<file path="src/rtl/core/chord_sensor_key_qualifier_macros.svh">
// assertion macros for the chord qualifier, included by csk_merge
`ifndef CHORD_SENSOR_KEY_QUALIFIER_MACROS_SVH
`define CHORD_SENSOR_KEY_QUALIFIER_MACROS_SVH

// same-cycle implication, sampled on clock, off while reset is high
`define CSK_ASSERT_NOW(label, ante, cons, msg) \
   label: assert property (@(posedge clock) disable iff (reset) (ante) |-> (cons)) \
      else $error(msg);

// next-cycle implication, sampled on clock, off while reset is high
`define CSK_ASSERT_NEXT(label, ante, cons, msg) \
   label: assert property (@(posedge clock) disable iff (reset) (ante) |=> (cons)) \
      else $error(msg);

`endif

</file>
<file path="src/rtl/core/csk_pkg.sv">
// shared types, constants and the usage map of the chord qualifier
`default_nettype none

package csk_pkg;

   // fixed geometry of a scan
   localparam int CHANNEL_COUNT = 5;
   localparam int SAMPLE_BITS   = 12;
   localparam int MARGIN_BITS   = 8;
   localparam int TIME_BITS     = 48;
   localparam int CONFIRM_BITS  = 24;
   localparam int CHORD_BITS    = 5;
   localparam int USAGE_BITS    = 8;
   localparam int INDEX_BITS    = 3;
   localparam int DIFF10_BITS   = SAMPLE_BITS + 4;
   localparam int MARGINS_BITS  = MARGIN_BITS * CHANNEL_COUNT;

   // detection mode codes
   localparam logic MODE_STABILITY = 1'b0;
   localparam logic MODE_THRESHOLD = 1'b1;

   // control register indexes
   localparam logic [INDEX_BITS-1:0] CSR_DETECT_MODE     = 3'd0;
   localparam logic [INDEX_BITS-1:0] CSR_PRESS_THRESHOLD = 3'd1;
   localparam logic [INDEX_BITS-1:0] CSR_RELEASE_MARGINS = 3'd2;
   localparam logic [INDEX_BITS-1:0] CSR_QUIET_LEVEL     = 3'd3;
   localparam logic [INDEX_BITS-1:0] CSR_CONFIRM_TIME    = 3'd4;

   // control register reset values
   localparam logic                    RESET_DETECT_MODE     = MODE_STABILITY;
   localparam logic [SAMPLE_BITS-1:0]  RESET_PRESS_THRESHOLD = 12'd20;
   localparam logic [MARGINS_BITS-1:0] RESET_RELEASE_MARGINS = 40'h0A14321E1E;
   localparam logic [SAMPLE_BITS-1:0]  RESET_QUIET_LEVEL     = 12'd10;
   localparam logic [CONFIRM_BITS-1:0] RESET_CONFIRM_TIME    = 24'd300000;

   // chord codes with special meaning
   localparam logic [CHORD_BITS-1:0] CHORD_NONE        = 5'd0;
   localparam logic [CHORD_BITS-1:0] CHORD_FIRST_LETTER = 5'd1;
   localparam logic [CHORD_BITS-1:0] CHORD_LAST_LETTER = 5'd26;
   localparam logic [CHORD_BITS-1:0] CHORD_BACKSPACE   = 5'd30;
   localparam logic [CHORD_BITS-1:0] CHORD_ENTER       = 5'd31;

   // hid usages
   localparam logic [USAGE_BITS-1:0] USAGE_NONE        = 8'd0;
   localparam logic [USAGE_BITS-1:0] USAGE_LETTER_BASE = 8'd3;
   localparam logic [USAGE_BITS-1:0] USAGE_ENTER       = 8'd40;
   localparam logic [USAGE_BITS-1:0] USAGE_BACKSPACE   = 8'd42;
   localparam logic [USAGE_BITS-1:0] USAGE_SPACE       = 8'd44;

   // flags one lane hands to the merge stage
   typedef struct packed {
      logic pressed;
      logic unstable;
   } csk_lane_type;

   // one response
   typedef struct packed {
      logic [USAGE_BITS-1:0] hid_usage;
      logic [CHORD_BITS-1:0] chord_code;
      logic                  key_fired;
      logic [CHORD_BITS-1:0] motor_drive;
   } csk_result_type;

   // chord to hid usage
   function automatic logic [USAGE_BITS-1:0] usage_of(input logic [CHORD_BITS-1:0] chord);
      logic [USAGE_BITS-1:0] usage;
      case (chord) inside
         CHORD_NONE:                           usage = USAGE_NONE;
         CHORD_ENTER:                          usage = USAGE_ENTER;
         CHORD_BACKSPACE:                      usage = USAGE_BACKSPACE;
         [CHORD_FIRST_LETTER:CHORD_LAST_LETTER]:
            usage = USAGE_LETTER_BASE + {{(USAGE_BITS-CHORD_BITS){1'b0}}, chord};
         default:                              usage = USAGE_SPACE;
      endcase
      return usage;
   endfunction

endpackage

`default_nettype wire

</file>
<file path="src/rtl/core/chord_sensor_key_qualifier.sv">
// a response is registered; it waits in the skid stage while the output is held
// throughput: one request per cycle; a two-entry output buffer keeps req_ready high
//   while one response waits, so the rate is set only by rsp_ready
// reset (synchronous, active high) clears lane flags, previous samples, candidate,
//   deadline, sent latch and the output buffer and loads control register defaults
`default_nettype none

module chord_sensor_key_qualifier (
   input  wire logic                                 clock,
   input  wire logic                                 reset,
   input  wire logic                                 req_valid,
   output logic                                      req_ready,
   input  wire logic [csk_pkg::SAMPLE_BITS-1:0]      req_sample_a,
   input  wire logic [csk_pkg::SAMPLE_BITS-1:0]      req_sample_b,
   input  wire logic [csk_pkg::SAMPLE_BITS-1:0]      req_sample_c,
   input  wire logic [csk_pkg::SAMPLE_BITS-1:0]      req_sample_d,
   input  wire logic [csk_pkg::SAMPLE_BITS-1:0]      req_sample_e,
   input  wire logic [csk_pkg::TIME_BITS-1:0]        req_now_us,
   output logic                                      rsp_valid,
   input  wire logic                                 rsp_ready,
   output logic [csk_pkg::USAGE_BITS-1:0]            rsp_hid_usage,
   output logic [csk_pkg::CHORD_BITS-1:0]            rsp_chord_code,
   output logic                                      rsp_key_fired,
   output logic [csk_pkg::CHORD_BITS-1:0]            rsp_motor_drive,
   input  wire logic                                 csr_valid,
   output logic                                      csr_ready,
   input  wire logic [csk_pkg::INDEX_BITS-1:0]       csr_index,
   input  wire logic [csk_pkg::MARGINS_BITS-1:0]     csr_wdata
);
   import csk_pkg::*;

   logic                    detect_mode_ff;
   logic [SAMPLE_BITS-1:0]  press_threshold_ff;
   logic [MARGINS_BITS-1:0] release_margins_ff;
   logic [SAMPLE_BITS-1:0]  quiet_level_ff;
   logic [CONFIRM_BITS-1:0] confirm_time_ff;

   logic                    advance;
   logic [SAMPLE_BITS-1:0]  samples [CHANNEL_COUNT];
   csk_lane_type            lanes   [CHANNEL_COUNT];
   csk_result_type          rsp_data;

   // control registers, always ready
   assign csr_ready = 1'b1;

   always_ff @(posedge clock) begin
      if (reset) begin
         detect_mode_ff     <= RESET_DETECT_MODE;
         press_threshold_ff <= RESET_PRESS_THRESHOLD;
         release_margins_ff <= RESET_RELEASE_MARGINS;
         quiet_level_ff     <= RESET_QUIET_LEVEL;
         confirm_time_ff    <= RESET_CONFIRM_TIME;
      end else if (csr_valid && csr_ready) begin
         case (csr_index)
            CSR_DETECT_MODE:     detect_mode_ff     <= csr_wdata[0];
            CSR_PRESS_THRESHOLD: press_threshold_ff <= csr_wdata[SAMPLE_BITS-1:0];
            CSR_RELEASE_MARGINS: release_margins_ff <= csr_wdata[MARGINS_BITS-1:0];
            CSR_QUIET_LEVEL:     quiet_level_ff     <= csr_wdata[SAMPLE_BITS-1:0];
            CSR_CONFIRM_TIME:    confirm_time_ff    <= csr_wdata[CONFIRM_BITS-1:0];
            default: ;
         endcase
      end
   end

   assign advance = req_valid & req_ready;

   // samples in channel order
   assign samples[0] = req_sample_a;
   assign samples[1] = req_sample_b;
   assign samples[2] = req_sample_c;
   assign samples[3] = req_sample_d;
   assign samples[4] = req_sample_e;

   // one detector lane per channel
   for (genvar g = 0; g < CHANNEL_COUNT; g++) begin : g_lane
      csk_lane u_lane (
         .clock           (clock),
         .reset           (reset),
         .advance         (advance),
         .detect_mode     (detect_mode_ff),
         .press_threshold (press_threshold_ff),
         .release_margin  (release_margins_ff[MARGIN_BITS*g +: MARGIN_BITS]),
         .quiet_level     (quiet_level_ff),
         .sample          (samples[g]),
         .lane_next       (lanes[g])
      );
   end

   // chord qualification and response buffer
   csk_merge u_merge (
      .clock           (clock),
      .reset           (reset),
      .advance         (advance),
      .lanes           (lanes),
      .now_us          (req_now_us),
      .confirm_time_us (confirm_time_ff),
      .rsp_ready       (rsp_ready),
      .req_ready       (req_ready),
      .rsp_valid       (rsp_valid),
      .rsp_data        (rsp_data)
   );

   assign rsp_hid_usage   = rsp_data.hid_usage;
   assign rsp_chord_code  = rsp_data.chord_code;
   assign rsp_key_fired   = rsp_data.key_fired;
   assign rsp_motor_drive = rsp_data.motor_drive;

endmodule

`default_nettype wire

</file>
<file path="src/rtl/core/csk_lane.sv">
// one channel detector: pressed and unstable flags plus the previous sample
`default_nettype none

module csk_lane (
   input  wire logic                            clock,
   input  wire logic                            reset,
   input  wire logic                            advance,
   input  wire logic                            detect_mode,
   input  wire logic [csk_pkg::SAMPLE_BITS-1:0] press_threshold,
   input  wire logic [csk_pkg::MARGIN_BITS-1:0] release_margin,
   input  wire logic [csk_pkg::SAMPLE_BITS-1:0] quiet_level,
   input  wire logic [csk_pkg::SAMPLE_BITS-1:0] sample,
   output csk_pkg::csk_lane_type                lane_next
);
   import csk_pkg::*;

   logic                   pressed_ff, pressed_in;
   logic                   unstable_ff, unstable_in;
   logic [SAMPLE_BITS-1:0] prev_ff;
   logic [SAMPLE_BITS-1:0] diff;
   logic [DIFF10_BITS-1:0] diff_wide;
   logic [DIFF10_BITS-1:0] diff10;
   logic [DIFF10_BITS-1:0] prev_wide;
   logic [SAMPLE_BITS:0]   release_sum;
   logic                   below_release;

   // absolute change times ten as two shifts
   always_comb begin
      diff      = (sample >= prev_ff) ? (sample - prev_ff) : (prev_ff - sample);
      diff_wide = {{(DIFF10_BITS-SAMPLE_BITS){1'b0}}, diff};
      diff10    = (diff_wide << 3) + (diff_wide << 1);
      prev_wide = {{(DIFF10_BITS-SAMPLE_BITS){1'b0}}, prev_ff};
   end

   // sample below threshold minus margin, written as sample plus margin below threshold
   always_comb begin
      release_sum   = {1'b0, sample}
                    + {{(SAMPLE_BITS+1-MARGIN_BITS){1'b0}}, release_margin};
      below_release = release_sum < {1'b0, press_threshold};
   end

   // next flags for both detectors
   always_comb begin
      pressed_in  = pressed_ff;
      unstable_in = unstable_ff;
      if (detect_mode == MODE_THRESHOLD) begin
         if (!pressed_ff) begin
            pressed_in = sample >= press_threshold;
         end else if (below_release) begin
            pressed_in = 1'b0;
         end
      end else if (sample <= quiet_level) begin
         pressed_in  = 1'b0;
         unstable_in = 1'b0;
      end else if (!pressed_ff) begin
         if (diff10 <= prev_wide) begin
            pressed_in  = 1'b1;
            unstable_in = 1'b0;
         end
      end else if (diff10 >= prev_wide) begin
         unstable_in = 1'b1;
      end
   end

   assign lane_next.pressed  = pressed_in;
   assign lane_next.unstable = unstable_in;

   // lane state
   always_ff @(posedge clock) begin
      if (reset) begin
         pressed_ff  <= 1'b0;
         unstable_ff <= 1'b0;
         prev_ff     <= '0;
      end else if (advance) begin
         pressed_ff  <= pressed_in;
         unstable_ff <= unstable_in;
         prev_ff     <= sample;
      end
   end

endmodule

`default_nettype wire

</file>
<file path="src/rtl/core/csk_merge.sv">
// chord qualification over the lane flags, usage map and response buffering
`default_nettype none

module csk_merge (
   input  wire logic                             clock,
   input  wire logic                             reset,
   input  wire logic                             advance,
   input  csk_pkg::csk_lane_type                 lanes [csk_pkg::CHANNEL_COUNT],
   input  wire logic [csk_pkg::TIME_BITS-1:0]    now_us,
   input  wire logic [csk_pkg::CONFIRM_BITS-1:0] confirm_time_us,
   input  wire logic                             rsp_ready,
   output logic                                  req_ready,
   output logic                                  rsp_valid,
   output csk_pkg::csk_result_type               rsp_data
);
   import csk_pkg::*;

   `include "chord_sensor_key_qualifier_macros.svh"

   logic [CHORD_BITS-1:0] candidate_ff, candidate_in;
   logic [TIME_BITS-1:0]  deadline_ff, deadline_in;
   logic                  sent_ff, sent_in;
   logic [CHORD_BITS-1:0] chord;
   logic                  any_unstable;
   logic [TIME_BITS:0]    deadline_sum;
   logic [TIME_BITS-1:0]  deadline_sat;
   csk_result_type        result;

   logic                  out_valid_ff, out_valid_in;
   logic                  skid_valid_ff, skid_valid_in;
   csk_result_type        out_data_ff, out_data_in;
   csk_result_type        skid_data_ff, skid_data_in;
   logic                  take;

   // gather the lanes into a chord
   always_comb begin
      chord        = '0;
      any_unstable = 1'b0;
      for (int i = 0; i < CHANNEL_COUNT; i++) begin
         chord[i]     = lanes[i].pressed;
         any_unstable = any_unstable | lanes[i].unstable;
      end
   end

   // saturating deadline
   always_comb begin
      deadline_sum = {1'b0, now_us} + {{(TIME_BITS+1-CONFIRM_BITS){1'b0}}, confirm_time_us};
      deadline_sat = deadline_sum[TIME_BITS] ? '1 : deadline_sum[TIME_BITS-1:0];
   end

   // chord qualification
   always_comb begin
      candidate_in       = candidate_ff;
      deadline_in        = deadline_ff;
      sent_in            = sent_ff;
      result.hid_usage   = USAGE_NONE;
      result.chord_code  = chord;
      result.key_fired   = 1'b0;
      result.motor_drive = '0;
      if (chord == CHORD_NONE) begin
         candidate_in = CHORD_NONE;
         sent_in      = 1'b0;
      end else if (sent_ff) begin
         result.motor_drive = '0;
      end else if (any_unstable) begin
         result.motor_drive = chord;
      end else if (candidate_ff != chord) begin
         deadline_in        = deadline_sat;
         candidate_in       = chord;
         result.motor_drive = chord;
      end else if (now_us < deadline_ff) begin
         result.motor_drive = chord;
      end else begin
         sent_in            = 1'b1;
         result.motor_drive = '1;
         result.key_fired   = 1'b1;
         result.hid_usage   = usage_of(chord);
      end
   end

   // qualifier state
   always_ff @(posedge clock) begin
      if (reset) begin
         candidate_ff <= '0;
         deadline_ff  <= '0;
         sent_ff      <= 1'b0;
      end else if (advance) begin
         candidate_ff <= candidate_in;
         deadline_ff  <= deadline_in;
         sent_ff      <= sent_in;
      end
   end

   // output register with a skid stage behind it
   assign take      = out_valid_ff & rsp_ready;
   assign req_ready = !skid_valid_ff;

   always_comb begin
      out_valid_in  = out_valid_ff;
      skid_valid_in = skid_valid_ff;
      out_data_in   = out_data_ff;
      skid_data_in  = skid_data_ff;
      if (skid_valid_ff) begin
         if (take) begin
            out_data_in   = skid_data_ff;
            skid_valid_in = 1'b0;
         end
      end else if (advance) begin
         if (!out_valid_ff || take) begin
            out_data_in  = result;
            out_valid_in = 1'b1;
         end else begin
            skid_data_in  = result;
            skid_valid_in = 1'b1;
         end
      end else if (take) begin
         out_valid_in = 1'b0;
      end
   end

   always_ff @(posedge clock) begin
      if (reset) begin
         out_valid_ff  <= 1'b0;
         skid_valid_ff <= 1'b0;
      end else begin
         out_valid_ff  <= out_valid_in;
         skid_valid_ff <= skid_valid_in;
      end
   end

   always_ff @(posedge clock) begin
      out_data_ff  <= out_data_in;
      skid_data_ff <= skid_data_in;
   end

   assign rsp_valid = out_valid_ff;
   assign rsp_data  = out_data_ff;

   // checks
   `CSK_ASSERT_NOW(a_skid_behind_out, skid_valid_ff, out_valid_ff, "skid full with output empty")
   `CSK_ASSERT_NEXT(a_fire_sets_latch, advance && result.key_fired, sent_ff, "send did not latch")
   `CSK_ASSERT_NOW(a_latch_blocks_fire, advance && sent_ff, !result.key_fired, "second send before release")
   `CSK_ASSERT_NOW(a_fire_has_usage, advance && result.key_fired, result.hid_usage != USAGE_NONE, "send without usage")

endmodule

`default_nettype wire
</file>
<file path="config.mk">
export PLATFORM = sky130hd
export DESIGN_NAME = chord_sensor_key_qualifier
export DESIGN_NICKNAME = d
export VERILOG_FILES = /design/src/rtl/core/csk_pkg.sv /design/src/rtl/core/chord_sensor_key_qualifier.sv /design/src/rtl/core/csk_lane.sv /design/src/rtl/core/csk_merge.sv
export VERILOG_INCLUDE_DIRS = /design/src /design/src/rtl/core
export SDC_FILE = /design/constraint.sdc
export NUM_CORES = 1
export LEC_CHECK = 0
export BUFFER_PORTS_ARGS = -buffer_cell sky130_fd_sc_hd__clkbuf_2
export CAP_MARGIN = 30
export CELL_PAD_IN_SITES_DETAIL_PLACEMENT = 1
export CELL_PAD_IN_SITES_GLOBAL_PLACEMENT = 1
export CORE_AREA = 4 4 227 251
export CTS_CLUSTER_SIZE = 25
export DETAILED_ROUTE_END_ITERATION = 7
export DIE_AREA = 0 0 231 255
export PLACE_DENSITY_LB_ADDON = 0.1
export SETUP_SLACK_MARGIN = 0.1
export SYNTH_ARGS = -nofsm -noshare
export SYNTH_HDL_FRONTEND = slang
export SYNTH_HIERARCHICAL = 1
export SYNTH_SLANG_ARGS = --single-unit
</file>
<file path="constraint.sdc">
create_clock -name clock -period 21.7 [get_ports clock]
set_input_delay 1.085 -clock clock [delete_from_list [all_inputs] [get_ports clock]]
set_output_delay 1.085 -clock clock [all_outputs]
set_load 0.05 [all_outputs]
</file>
==> results.cfg <==
[outcome]
outcome = finished clean

[routing]
maxUsedRoutingLayer = met5
drt-met1-wl_um = 39560
drtIter0Drc = 1023
finalWirelength_um = 92950
drc_errors = 0
via_per_inst = 5.985
wire_per_inst_um = 21.91
ant_nets = 0
drtPass1Iterations = 5
wl_met2_um = 46660
wl_met3_um = 3090
vias = 25400

[clock_network]
post_cts_buffers = 0
numCtsBuffers = 31
cts_resized = 0
numClockSinks = 249
clockBufferDepth = 3
clock_latency_ns = 0.62
cts_hold_buf = 0
cts_tree = yes
clockRootBuffer = clkbuf_16
clk_pin_slew_worst_paths_ns = 0.06
cts_max_level = 1

[layout]
final_nets = 4163
area_growth_pct = 8.029
drive_above_1_share_pct = 8.821
stdcell_count = 4243
post-route-cell-area_um2 = 30290
num-fill-cells = 6732
post-route-util_pct = 55.57

[floorplanning]
dieArea_um2 = 58910
fp.dieH_um = 255
core-area_um2 = 54500
start_util_pct = 51.44
pin_count = 178
die_x_um = 231
rows = 90

[sta]
period_minus_slack_ns = 8.942
fin_crit_sh_pct = 41.21
finalSetupViolCount = 0
fmax_ghz = 0.1118
rsz0062_at_grt = no
fin_setup_tns_ns = 0
fin_skew_ns = 0.02373
drv_slew = 0
maxSlewHeadroom_pct = 30.45
tightestPinTransition_ns = 1.043
hold_viol = 0

[power_and_ir_drop]
p_comb_share_pct = 56.0
total_power_mw = 2.422
switching_power_mw = 1.064
cellInternalPower_mw = 1.357
power_density_nw_per_um2 = 79.96
p_clk_share_pct = 21.7
swShare_pct = 43.95
vdd_drop_max_v = 0.00007326
p_seq_share_pct = 22.3
cellLeakagePower_nw = 13.46

[global_route]
grt_pass1_wl_um = 147500
grt_usage_pct = 30.67
antenna_found_initial = 5
grt_max_degree = 108
grt_pass1_vias = 27380
grt_overflow = 0

[critical_path]
cp_slowest_cell = nor4b_1
crit_type = input port to flip-flop
startpoint_type = input port
worstPathArrival_ns = 9.45
worstSetupEndpointType = flip-flop
slowest_delay_ns = 0.74
cp.required_ns = 22.21
worst-path-max-fanout = 50
rrSetupSlack_ns = 13.14

[place]
place_inst = 4182
gp_congestion = 0.9314
dp_hpwl_um = 73840
placed_cell_area_um2 = 29270
numPortBuffers = 174

[synth]
avgSynthCellArea_um2 = 8.307
ys.flop_type = dfxtp_1
synth_top_area_share_pct = 22.58
synth_edf_count = 34
ys.warnings.count = 6
ys_seq_area_share_pct = 18.99
netlist_instances = 3375
synth.most_common_cell = ha_1
synth_seq_cells = 249
synthTopCellsByArea = ha_1 23%, dfxtp_1 15%, mux2i_1 7.1%, inv_1 5.0%, nor2_1 4.0%
synthArstFlopShare_pct = 0
yosysUniqueCellTypes = 83
yosysTopAreaCell = ha_1
ys_top_cells_by_count = 506 x ha_1, 374 x inv_1, 297 x nor2_1
synth_area_um2 = 28040

[hold_path]
min_path_type = flip-flop to flip-flop

[job]
drv_cap = 0
[layer usage]
metal  global-route usage [%]  vias up
met5                        0        -
met4                    11.20        4
met3                    3.128      187
met2                    56.88      468
met1                    36.76    12530
li1                         -    12210
[power by group through the flow]
stage | clock [mW] | combinational, mW | sequential (mW)
3_5_place_dp | 0 | 1.34 | 0.548
5_1_grt | 0.557 | 1.51 | 0.543
4_1_cts | 0.536 | 1.35 | 0.539
3_3_place_gp | 0 | 1.26 | 0.546
6_report | 0.527 | 1.36 | 0.539
2_1_floorplan | 0 | 0.964 | 0.566
[area by class of cell]
cell class	count	area (um^2)	area share, %
Antenna cell	4	10.01	0.03305
Clock buffer	39	835.8	2.760
Clock inverter	17	166.4	0.5495
Inverter	374	1404	4.635
Multi-Input combinational cell	2626	20560	67.88
Sequential cell	249	5325	17.58
Tap cell	736	920.9	3.041
Timing Repair Buffer	198	1065	3.516
[kinds of logic after synthesis]
group                      after synthesis  share of synthesized area (%)
AOI/OAI and AO/OA                      871                          20.91
and+or+nand+nor                        836                          15.00
adders and majority gates              527                          24.08
buffers and inverters                  501                          7.748
DFF                                    249                          18.99
muxes                                  212                          7.632
xor gates and xnor gates               177                          5.610
other                                    2                        0.02679
[final timing paths]
path / from / end / cells past startpoint
worst max-delay path: req_sample_e[0] / u_merge/deadline_ff[25]$_SDFFE_PP0P_ / 34
worst min-delay path: confirm_time_ff[13]$_SDFFE_PP0P_ / confirm_time_ff[13]$_SDFFE_PP0P_ / 2
worst max register to register: g_lane[2].u_lane/prev_ff[1]$_SDFFE_PP0P_ / u_merge/deadline_ff[25]$_SDFFE_PP0P_ / 32
worst min register to register: confirm_time_ff[13]$_SDFFE_PP0P_ / confirm_time_ff[13]$_SDFFE_PP0P_ / 2
[flip-flops by register name (all words and copies together), names as in the netlist]
name,flops
u_merge/skid_valid_ff,1
u_merge/sent_ff,1
u_merge/skid_data_ff,17
confirm_time_ff,24
detect_mode_ff,1
u_merge/deadline_ff,48
u_merge/candidate_ff,5
g_lane.u_lane/pressed_ff,5
release_margins_ff,40
quiet_level_ff,12
g_lane.u_lane/prev_ff,60
g_lane.u_lane/unstable_ff,5
u_merge/rsp_data,17
press_threshold_ff,12
u_merge/rsp_valid,1
[per-stage QoR]
| step | worst slack [ns] | hold WS (ns) |
|---|---|---|
| finish | 12.76 | 0.4808 |
| floorplan | 13.87 | 0.4524 |
| CTS | 12.85 | 0.4868 |
| global placement | 11.98 | 0.4651 |
| detailed placement | 12.25 | 0.4787 |
| global route | 12.21 | 0.5216 |
[cells in the final DEF (no fill, tap or decap), types with 18 or more instances in the layout]
cell type  instances
o21bai_1          29
nand4_1           66
buf_4             22
xor2_1            56
o21a_1            54
nand2b_1         122
fa_1              21
a311oi_1          21
a21oi_1          211
nor2_1           297
and3_1            18
nor3_1            45
a31oi_1           34
o21ai_0          150
mux2i_1          198
nor2b_1           40
xnor2_1          118
ha_1             506
nand2_1          124
inv_1            374
nand3_1           41
edfxtp_1          34
clkbuf_16         31
clkbuf_2         174
dfxtp_1          215
a21o_1           138
o211ai_1          27
a211oi_1          60
[worst max-delay path: cells and delay by family]
kind	cells	cell delay [ns]
AND/OR/NAND/NOR	10	2.11
adder cells (fa/ha/maj)	4	1.26
XOR/XNOR	3	0.40
AO/OA/AOI/OAI	11	2.98
buffers and inverters	5	1.15
multiplexers	1	0.40
(Power assumes the default switching activity.)
